`src/rtl/core/modbus_ascii_reply_receiver_macros.svh`:
```
// Assertion helpers for the reply receiver.
`ifndef MODBUS_ASCII_REPLY_RECEIVER_MACROS_SVH
`define MODBUS_ASCII_REPLY_RECEIVER_MACROS_SVH

// Same-cycle implication, checked out of reset.
`define MARR_ASSERT_NOW(lbl, clk, rst_n, ante, cons, msg) \
  lbl: assert property (@(posedge clk) disable iff (!rst_n) (ante) |-> (cons)) \
    else $error(msg);

// Next-cycle implication, checked out of reset.
`define MARR_ASSERT_NEXT(lbl, clk, rst_n, ante, cons, msg) \
  lbl: assert property (@(posedge clk) disable iff (!rst_n) (ante) |=> (cons)) \
    else $error(msg);

`endif

```
`src/rtl/core/marr_pkg.sv`:
```
`default_nettype none

package marr_pkg;

  localparam logic [7:0] CHAR_COLON  = 8'd58;
  localparam logic [7:0] HEX_SPLIT   = 8'd58;
  localparam logic [7:0] ASCII_ZERO  = 8'd48;
  localparam logic [7:0] ASCII_ALPHA = 8'd55;

  // Frame character positions (0 = hunting for colon).
  localparam logic [3:0] POS_HUNT    = 4'd0;
  localparam logic [3:0] POS_FIRST   = 4'd1;
  localparam logic [3:0] POS_ADDR_LO = 4'd2;
  localparam logic [3:0] POS_FUNC_LO = 4'd4;
  localparam logic [3:0] POS_DATA_HI = 4'd8;
  localparam logic [3:0] POS_DATA_LO = 4'd10;
  localparam logic [3:0] POS_LRC_LO  = 4'd12;
  localparam logic [3:0] POS_LAST    = 4'd14;

  typedef enum logic [1:0] {
    ST_GOOD    = 2'd0,
    ST_LRC_BAD = 2'd1,
    ST_TIMEOUT = 2'd2
  } status_t;

  typedef struct packed {
    status_t     status;
    logic [7:0]  addr;
    logic [7:0]  func;
    logic [15:0] data;
  } res_t;

  function automatic logic [3:0] hex_nibble(input logic [7:0] c);
    logic [7:0] v;
    v = (c < HEX_SPLIT) ? (c - ASCII_ZERO) : (c - ASCII_ALPHA);
    return v[3:0];
  endfunction

endpackage

`default_nettype wire

```
`src/rtl/core/marr_if.sv`:
```
`default_nettype none

interface marr_in_if;
  logic       valid;
  logic       ready;
  logic [7:0] rx_char;

  modport source (output valid, output rx_char, input ready);
  modport sink   (input valid, input rx_char, output ready);
endinterface

interface marr_out_if;
  logic        valid;
  logic        ready;
  logic [1:0]  frame_status;
  logic [7:0]  slave_address;
  logic [7:0]  function_code;
  logic [15:0] data_word;

  modport source (output valid, output frame_status, output slave_address,
                  output function_code, output data_word, input ready);
  modport sink   (input valid, input frame_status, input slave_address,
                  input function_code, input data_word, output ready);
endinterface

`default_nettype wire

```
`src/rtl/core/modbus_ascii_reply_receiver.sv`:
```
// Data path: an accepted char word waits in the input reg until the parser steps; a frame
//   or timeout result waits in the result reg for out_ch (one input reg, one result reg).
// Throughput: one char word per cycle unless out_ch stalls, limited by the single-pass parser step.
// Reset (rst_n low, synchronous): hunting for colon, hunt count zero, both
//   stages empty, hunt_limit zero (wait forever).
`default_nettype none

`include "modbus_ascii_reply_receiver_macros.svh"

module modbus_ascii_reply_receiver (
  input  wire logic   clk,
  input  wire logic   rst_n,
  marr_in_if.sink     in_ch,
  marr_out_if.source  out_ch,
  input  wire logic       cfg_we,
  input  wire logic [7:0] cfg_wdata
);

  // Config register: the user must write it only while idle; the block does not enforce this.
  logic [7:0] hunt_limit_r;

  // Input stage.
  logic       s1_valid_r, s1_valid_nxt;
  logic [7:0] s1_char_r;

  // Result stage.
  logic           out_valid_r, out_valid_nxt;
  marr_pkg::res_t out_res_r;

  logic           advance;   // parser consumes the staged char this cycle
  logic           res_valid;
  marr_pkg::res_t res;

  // Parser steps when a char is staged and the result register can take a word (empty or draining).
  assign advance     = s1_valid_r && (!out_valid_r || out_ch.ready);
  assign in_ch.ready = !s1_valid_r || advance;

  always_comb begin
    s1_valid_nxt = s1_valid_r;
    if (in_ch.valid && in_ch.ready) begin
      s1_valid_nxt = 1'b1;
    end else if (advance) begin
      s1_valid_nxt = 1'b0;
    end
  end

  always_comb begin
    out_valid_nxt = out_valid_r;
    if (advance && res_valid) begin
      out_valid_nxt = 1'b1;
    end else if (out_ch.ready) begin
      out_valid_nxt = 1'b0;
    end
  end

  always_ff @(posedge clk) begin
    if (!rst_n) begin
      hunt_limit_r <= 8'd0;
      s1_valid_r   <= 1'b0;
      out_valid_r  <= 1'b0;
    end else begin
      if (cfg_we) begin
        hunt_limit_r <= cfg_wdata;
      end
      s1_valid_r  <= s1_valid_nxt;
      out_valid_r <= out_valid_nxt;
    end
  end

  // Payload regs, no reset.
  always_ff @(posedge clk) begin
    if (in_ch.valid && in_ch.ready) begin
      s1_char_r <= in_ch.rx_char;
    end
    if (advance && res_valid) begin
      out_res_r <= res;
    end
  end

  marr_frame u_frame (
    .clk        (clk),
    .rst_n      (rst_n),
    .step       (advance),
    .rx_char    (s1_char_r),
    .hunt_limit (hunt_limit_r),
    .res_valid  (res_valid),
    .res        (res)
  );

  assign out_ch.valid         = out_valid_r;
  assign out_ch.frame_status  = out_res_r.status;
  assign out_ch.slave_address = out_res_r.addr;
  assign out_ch.function_code = out_res_r.func;
  assign out_ch.data_word     = out_res_r.data;

  // Timeout words never carry frame fields.
  `MARR_ASSERT_NOW(a_timeout_zero, clk, rst_n, out_valid_r && (out_res_r.status == marr_pkg::ST_TIMEOUT), (out_res_r.addr == 8'd0) && (out_res_r.func == 8'd0) && (out_res_r.data == 16'd0), "timeout result with nonzero fields")
  // Staged char must hold while the result register is blocked.
  `MARR_ASSERT_NOW(a_stall_blocks_in, clk, rst_n, s1_valid_r && out_valid_r && !out_ch.ready, !in_ch.ready && !advance, "input taken while result stalled")
  // A result word that is waiting is not overwritten.
  `MARR_ASSERT_NEXT(a_out_hold, clk, rst_n, out_valid_r && !out_ch.ready, out_valid_r && $stable(out_res_r), "stalled result changed")

endmodule

`default_nettype wire

```
`src/rtl/core/marr_frame.sv`:
```
`default_nettype none

// Frame parser: one character per step, hunt counter, LRC accumulate.
module marr_frame (
  input  wire logic             clk,
  input  wire logic             rst_n,
  input  wire logic             step,
  input  wire logic [7:0]       rx_char,
  input  wire logic [7:0]       hunt_limit,
  output logic                  res_valid,
  output marr_pkg::res_t        res
);

  logic [3:0]  pos_r,   pos_nxt;
  logic [7:0]  hunt_r,  hunt_nxt;
  logic [7:0]  lrc_r,   lrc_nxt;
  logic [3:0]  hinib_r, hinib_nxt;
  logic [7:0]  addr_r,  addr_nxt;
  logic [7:0]  func_r,  func_nxt;
  logic [15:0] data_r,  data_nxt;
  logic        lrc_ok_r, lrc_ok_nxt;

  logic [3:0]  nib;
  logic [7:0]  byte_val;
  logic [7:0]  sum;
  logic [7:0]  hunt_inc;
  logic        hunting;

  assign nib      = marr_pkg::hex_nibble(rx_char);
  assign byte_val = {hinib_r, nib};
  assign sum      = lrc_r + byte_val;
  assign hunt_inc = hunt_r + 8'd1;
  assign hunting  = (pos_r == marr_pkg::POS_HUNT) || (pos_r > marr_pkg::POS_LAST);

  always_comb begin
    pos_nxt    = pos_r;
    hunt_nxt   = hunt_r;
    lrc_nxt    = lrc_r;
    hinib_nxt  = hinib_r;
    addr_nxt   = addr_r;
    func_nxt   = func_r;
    data_nxt   = data_r;
    lrc_ok_nxt = lrc_ok_r;
    res_valid  = 1'b0;
    res.status = marr_pkg::ST_GOOD;
    res.addr   = addr_r;
    res.func   = func_r;
    res.data   = data_r;
    if (step) begin
      if (hunting) begin
        if (rx_char == marr_pkg::CHAR_COLON) begin
          pos_nxt    = marr_pkg::POS_FIRST;
          hunt_nxt   = 8'd0;
          lrc_nxt    = 8'd0;
          hinib_nxt  = 4'd0;
          lrc_ok_nxt = 1'b0;
        end else begin
          pos_nxt = marr_pkg::POS_HUNT;
          if (hunt_limit != 8'd0) begin
            if (hunt_inc >= hunt_limit) begin
              hunt_nxt   = 8'd0;
              res_valid  = 1'b1;
              res.status = marr_pkg::ST_TIMEOUT;
              res.addr   = 8'd0;
              res.func   = 8'd0;
              res.data   = 16'd0;
            end else begin
              hunt_nxt = hunt_inc;
            end
          end
        end
      end else begin
        if (pos_r <= marr_pkg::POS_LRC_LO) begin
          if (pos_r[0]) begin
            hinib_nxt = nib;
          end else if (pos_r == marr_pkg::POS_LRC_LO) begin
            lrc_ok_nxt = (sum == 8'd0);
          end else begin
            lrc_nxt = sum;
            case (pos_r)
              marr_pkg::POS_ADDR_LO: addr_nxt = byte_val;
              marr_pkg::POS_FUNC_LO: func_nxt = byte_val;
              marr_pkg::POS_DATA_HI: data_nxt = {byte_val, data_r[7:0]};
              marr_pkg::POS_DATA_LO: data_nxt = {data_r[15:8], byte_val};
              default: ;
            endcase
          end
        end
        if (pos_r == marr_pkg::POS_LAST) begin
          pos_nxt    = marr_pkg::POS_HUNT;
          hunt_nxt   = 8'd0;
          res_valid  = 1'b1;
          res.status = lrc_ok_r ? marr_pkg::ST_GOOD : marr_pkg::ST_LRC_BAD;
        end else begin
          pos_nxt = pos_r + 4'd1;
        end
      end
    end
  end

  always_ff @(posedge clk) begin
    if (!rst_n) begin
      pos_r  <= marr_pkg::POS_HUNT;
      hunt_r <= 8'd0;
    end else begin
      pos_r  <= pos_nxt;
      hunt_r <= hunt_nxt;
    end
  end

  always_ff @(posedge clk) begin
    lrc_r    <= lrc_nxt;
    hinib_r  <= hinib_nxt;
    addr_r   <= addr_nxt;
    func_r   <= func_nxt;
    data_r   <= data_nxt;
    lrc_ok_r <= lrc_ok_nxt;
  end

endmodule

`default_nettype wire

```
`src/flat_wrapper.sv`:
```
// flat-port wrapper written by rule: the top's interface ports become plain ports
module modbus_ascii_reply_receiver_flat 
  (clk, rst_n, cfg_we, cfg_wdata, in_ch_valid, in_ch_rx_char, in_ch_ready, out_ch_valid, out_ch_frame_status, out_ch_slave_address, out_ch_function_code, out_ch_data_word, out_ch_ready);
  marr_in_if in_ch_i ();
  marr_out_if out_ch_i ();
  input  wire logic clk;
  input  wire logic rst_n;
  input  wire logic cfg_we;
  input  wire logic [7:0] cfg_wdata;
  input wire logic [$bits(in_ch_i.valid)-1:0] in_ch_valid;
  input wire logic [$bits(in_ch_i.rx_char)-1:0] in_ch_rx_char;
  output wire logic [$bits(in_ch_i.ready)-1:0] in_ch_ready;
  output wire logic [$bits(out_ch_i.valid)-1:0] out_ch_valid;
  output wire logic [$bits(out_ch_i.frame_status)-1:0] out_ch_frame_status;
  output wire logic [$bits(out_ch_i.slave_address)-1:0] out_ch_slave_address;
  output wire logic [$bits(out_ch_i.function_code)-1:0] out_ch_function_code;
  output wire logic [$bits(out_ch_i.data_word)-1:0] out_ch_data_word;
  input wire logic [$bits(out_ch_i.ready)-1:0] out_ch_ready;
  assign in_ch_i.valid = in_ch_valid;
  assign in_ch_i.rx_char = in_ch_rx_char;
  assign in_ch_ready = in_ch_i.ready;
  assign out_ch_valid = out_ch_i.valid;
  assign out_ch_frame_status = out_ch_i.frame_status;
  assign out_ch_slave_address = out_ch_i.slave_address;
  assign out_ch_function_code = out_ch_i.function_code;
  assign out_ch_data_word = out_ch_i.data_word;
  assign out_ch_i.ready = out_ch_ready;
  modbus_ascii_reply_receiver u_core (.clk(clk), .rst_n(rst_n), .in_ch(in_ch_i), .out_ch(out_ch_i), .cfg_we(cfg_we), .cfg_wdata(cfg_wdata));
endmodule
```
`config.mk`:
```
export PLATFORM = sky130hd
export DESIGN_NAME = modbus_ascii_reply_receiver_flat
export DESIGN_NICKNAME = d
export VERILOG_FILES = /design/src/rtl/core/marr_pkg.sv /design/src/rtl/core/marr_if.sv /design/src/rtl/core/modbus_ascii_reply_receiver.sv /design/src/rtl/core/marr_frame.sv /design/src/flat_wrapper.sv
export VERILOG_INCLUDE_DIRS = /design/src /design/src/rtl/core
export SDC_FILE = /design/constraint.sdc
export NUM_CORES = 1
export LEC_CHECK = 0
export BUFFER_PORTS_ARGS = -buffer_cell sky130_fd_sc_hd__buf_2
export CORE_MARGIN = 8
export CORE_UTILIZATION = 37
export CTS_BUF_LIST = sky130_fd_sc_hd__clkbuf_4
export CTS_CLUSTER_DIAMETER = 50
export DETAILED_ROUTE_END_ITERATION = 12
export PLACE_DENSITY = 0.57
export RECOVER_POWER = 100
export SYNTH_ARGS = -nofsm -noshare
export SYNTH_HDL_FRONTEND = slang
export SYNTH_SLANG_ARGS = --single-unit
export TNS_END_PERCENT = 1
```
`constraint.sdc`:
```
create_clock -name clk -period 10.4 [get_ports clk]
set_input_delay 1.04 -clock clk [delete_from_list [all_inputs] [get_ports clk]]
set_output_delay 1.04 -clock clk [all_outputs]
set_load 0.02 [all_outputs]
```
==> out/qor.csv <==
metric;value;unit
status;finished with violations;
failing checks;capacitance limit, slew limit;
top cell type's share of synthesized area;0.527;
vias in the first global route;2992;
chip width;132;microns
Die Height;132;microns
CP cell instances;nand3_1 > or2_2 > and2_0 > or2_2 > ha_1 > nand2_1 > nor2_1 > a31oi_1 > and2b_1 > nand2b_1 > clkbuf_1;
Antenna Nets Post-Route;0;
FP Rows;42;
drt via density;4.66;
Post-CTS Hold Fix Bufs;0;
antenna violations before repair;0;
Core Footprint;13100;sq um
syn_area_per_cell;12.4;sq um
crit path DAT;5010;ps
detailed-route DRC error count;0;
placed inst area;5400;sq um
antenna cells;0;
most frequent cell after synthesis;edfxtp_1;
Synth area leaders;edfxtp_1 (53%), dfxtp_1 (8.9%), nor2b_1 (6.6%), ha_1 (4.8%), nor2_1 (2.6%);
CTS resizes;0;
Setup crit start kind;register;
Mapped Area;4950;sq um
worst setup path class;register to register;
final net count;494;
crit end category;register;
Rel. slew slack;-0.0423;
Detailed Route WL;8700;microns
initial drt markers;160;
Max FO, Critical Path;35;
placer congestion estimate;0.749;
LEAKAGE;1.93;nW
power per cell area;141;nW/um^2
Min Clock Period, post-route;4930;ps
measured slew at the worst slew-check pin;1560;ps
per-cell routed wire length;13.7;microns
Synthesis Warnings;0;
CP required;10480;ps
CP max stage delay;1160;ps
fmax;0.203;GHz
IO Port Bufs;56;
first-pass GRT wire length;14400;microns
CP dominant cell by count;or2_2;
Max H-tree Level;3;
Post-synth EDFFs;87;
critical path's slowest cell;clkbuf_1;
CTS tree;yes;
Ports;57;
max_cap viols;1;
Final Hold Viols;0;
post-CTS setup buffers;0;
setup TNS;0;ps
FF+latch count, synth;109;
Final period util;0.474;
clk_lat worst skew;460;ps
Tightest Hold Check Type;register to register;
ys flop type;edfxtp_1;
final global-route overflow total;0;
Num CTS Buffers;9;
most frequent cells after synthesis;edfxtp_1 (87), nor2b_1 (52), nor2_1 (34), dfxtp_1 (22);
Via Count;2955;
buffer and inverter count on the worst path;1;
final setup fails;0;
CP top delay family;simple AND/OR/NAND/NOR gates;
top cell type by total area after synthesis;edfxtp_1;
layout cells sized above 1;0.0983;
Synth Instances;399;
fin. max-slew vios;32;
post-DP HPWL;6250;microns
clock root cell;clkbuf_4;
largest net degree at the start of global routing;36;
CTS Sinks;109;
Netlist cell types;52;
RSZ-0062 raised after global routing;no;
Bufs on Longest Clock Path;2;
async set-reset flop share out of synthesis;0;
design area;5490;sq um
total iterations of the first detailed-routing run;4;
Syn Nets;440;
VDD IR-drop max;0.0597;mV
Layout area overhead;10.8;%
CTS clk-pin slew, worst paths;180;ps
GRT Total Usage;0.101;
effective utilization at floorplan;0.377;
final setup skew;21.8;ps
register area share after synthesis;0.616;
Die Area;17300;sq um
==> flip-flops by register name (all words and copies together), names as in the netlist <==
register and cells:
u_core.u_frame.addr_r 8, u_core.u_frame.func_r 8, u_core.out_ch.frame_status 2, u_core.u_frame.lrc_ok_r 1, u_core.u_frame.hunt_r 8, u_core.out_ch.function_code 8, u_core.s1_char_r 8, u_core.hunt_limit_r 8
u_core.out_ch.data_word 16, u_core.u_frame.hinib_r 4, u_core.u_frame.lrc_r 8, u_core.s1_valid_r 1, u_core.out_ch.slave_address 8, u_core.u_frame.pos_r 4, u_core.out_ch.valid 1, u_core.u_frame.data_r 16
==> final timing paths <==
check                                                            from                                  endpoint  depth (start not counted)  slack (ps)
worst max-delay path            u_core.u_frame.hunt_r[2]$_SDFFE_PN0P_  u_core.out_ch.slave_address[3]$_DFFE_PP_                         11        5470
worst min-delay path            u_core.u_frame.hunt_r[4]$_SDFFE_PN0P_     u_core.u_frame.hunt_r[4]$_SDFFE_PN0P_                          2         520
worst max register to register  u_core.u_frame.hunt_r[2]$_SDFFE_PN0P_  u_core.out_ch.slave_address[3]$_DFFE_PP_                         11        5470
worst min register to register  u_core.u_frame.hunt_r[4]$_SDFFE_PN0P_     u_core.u_frame.hunt_r[4]$_SDFFE_PN0P_                          2         520
==> cells by family (layout without fill, tap and decap cells) <==
family | Yosys count | count (layout) | share of synthesized area
and+or+nand+nor | 162 | 162 | 0.187
adders and majority gates | 20 | 20 | 0.0520
xor gates and xnor gates | 11 | 11 | 0.0194
buffers and inverters | 33 | 92 | 0.0288
muxes | 9 | 9 | 0.0182
DFF | 109 | 109 | 0.616
AOI/OAI and AO/OA | 55 | 55 | 0.0783
==> placed cells by master, fill, tap and decap left out, drive strengths merged, types with 6 or more instances in the layout <==
cell type  Yosys  layout
xor2           7       7
nor2          34      34
ha            19      19
nor4           6       6
o21ai         11      11
clkbuf        10      50
inv           16      19
nor2b         52      52
dfxtp         22      22
mux2i          9       9
and2          15      15
buf            7      19
a21boi         6       6
nand2         19      19
nand2b         6       6
edfxtp        87      87
a21oi         12      12
==> power by group <==
part / switching, mW / internal, mW / leakage [nW]
clock network: 0.144 / 0.0784 / 0.0803
registers: 0.00651 / 0.479 / 0.954
logic: 0.0406 / 0.0245 / 0.892
==> tightest hold or removal path: cells and delay by family, from the launching register on <==
kind	cells	cell delay [ps]
simple gates	1	60
flops	1	370
compound gates	1	60
==> cell type report <==
type                            instances  area [sq um]
Clock inverter                          7          88.8
Tap cell                              176           220
Multi-Input combinational cell        257          1750
Fill cell                            1299          7650
Clock buffer                            9          67.6
Timing Repair Buffer                   60           249
Sequential cell                       109          3050
Inverter                               16          60.1
==> through the flow <==
stage | hold WS [ps] | instances | worst slack, ps | utilization | total power, mW
after CTS | 522 | 634 | 6790 | 0.423 | 0.787
after global placement | 499 | 618 | 6910 | 0.411 | 0.561
final | 518 | 634 | 5470 | 0.418 | 0.774
after global routing | 569 | 634 | 4910 | 0.418 | 0.808
after floorplan | 478 | 399 | 6820 | - | 0.544
after detailed placement | 503 | 618 | 6810 | 0.411 | 0.563
==> layer usage <==
layer / vias up / GRT usage / part of all wire
li1: 1523 / - / -
met1: 1355 / 0.126 / 0.49
met2: 66 / 0.158 / 0.44
met3: 11 / 0.0400 / 0.057
met4: 0 / 0.0332 / 0.013
met5: - / 0 / 0
No activity file was read; power rests on OpenSTA's default activity.
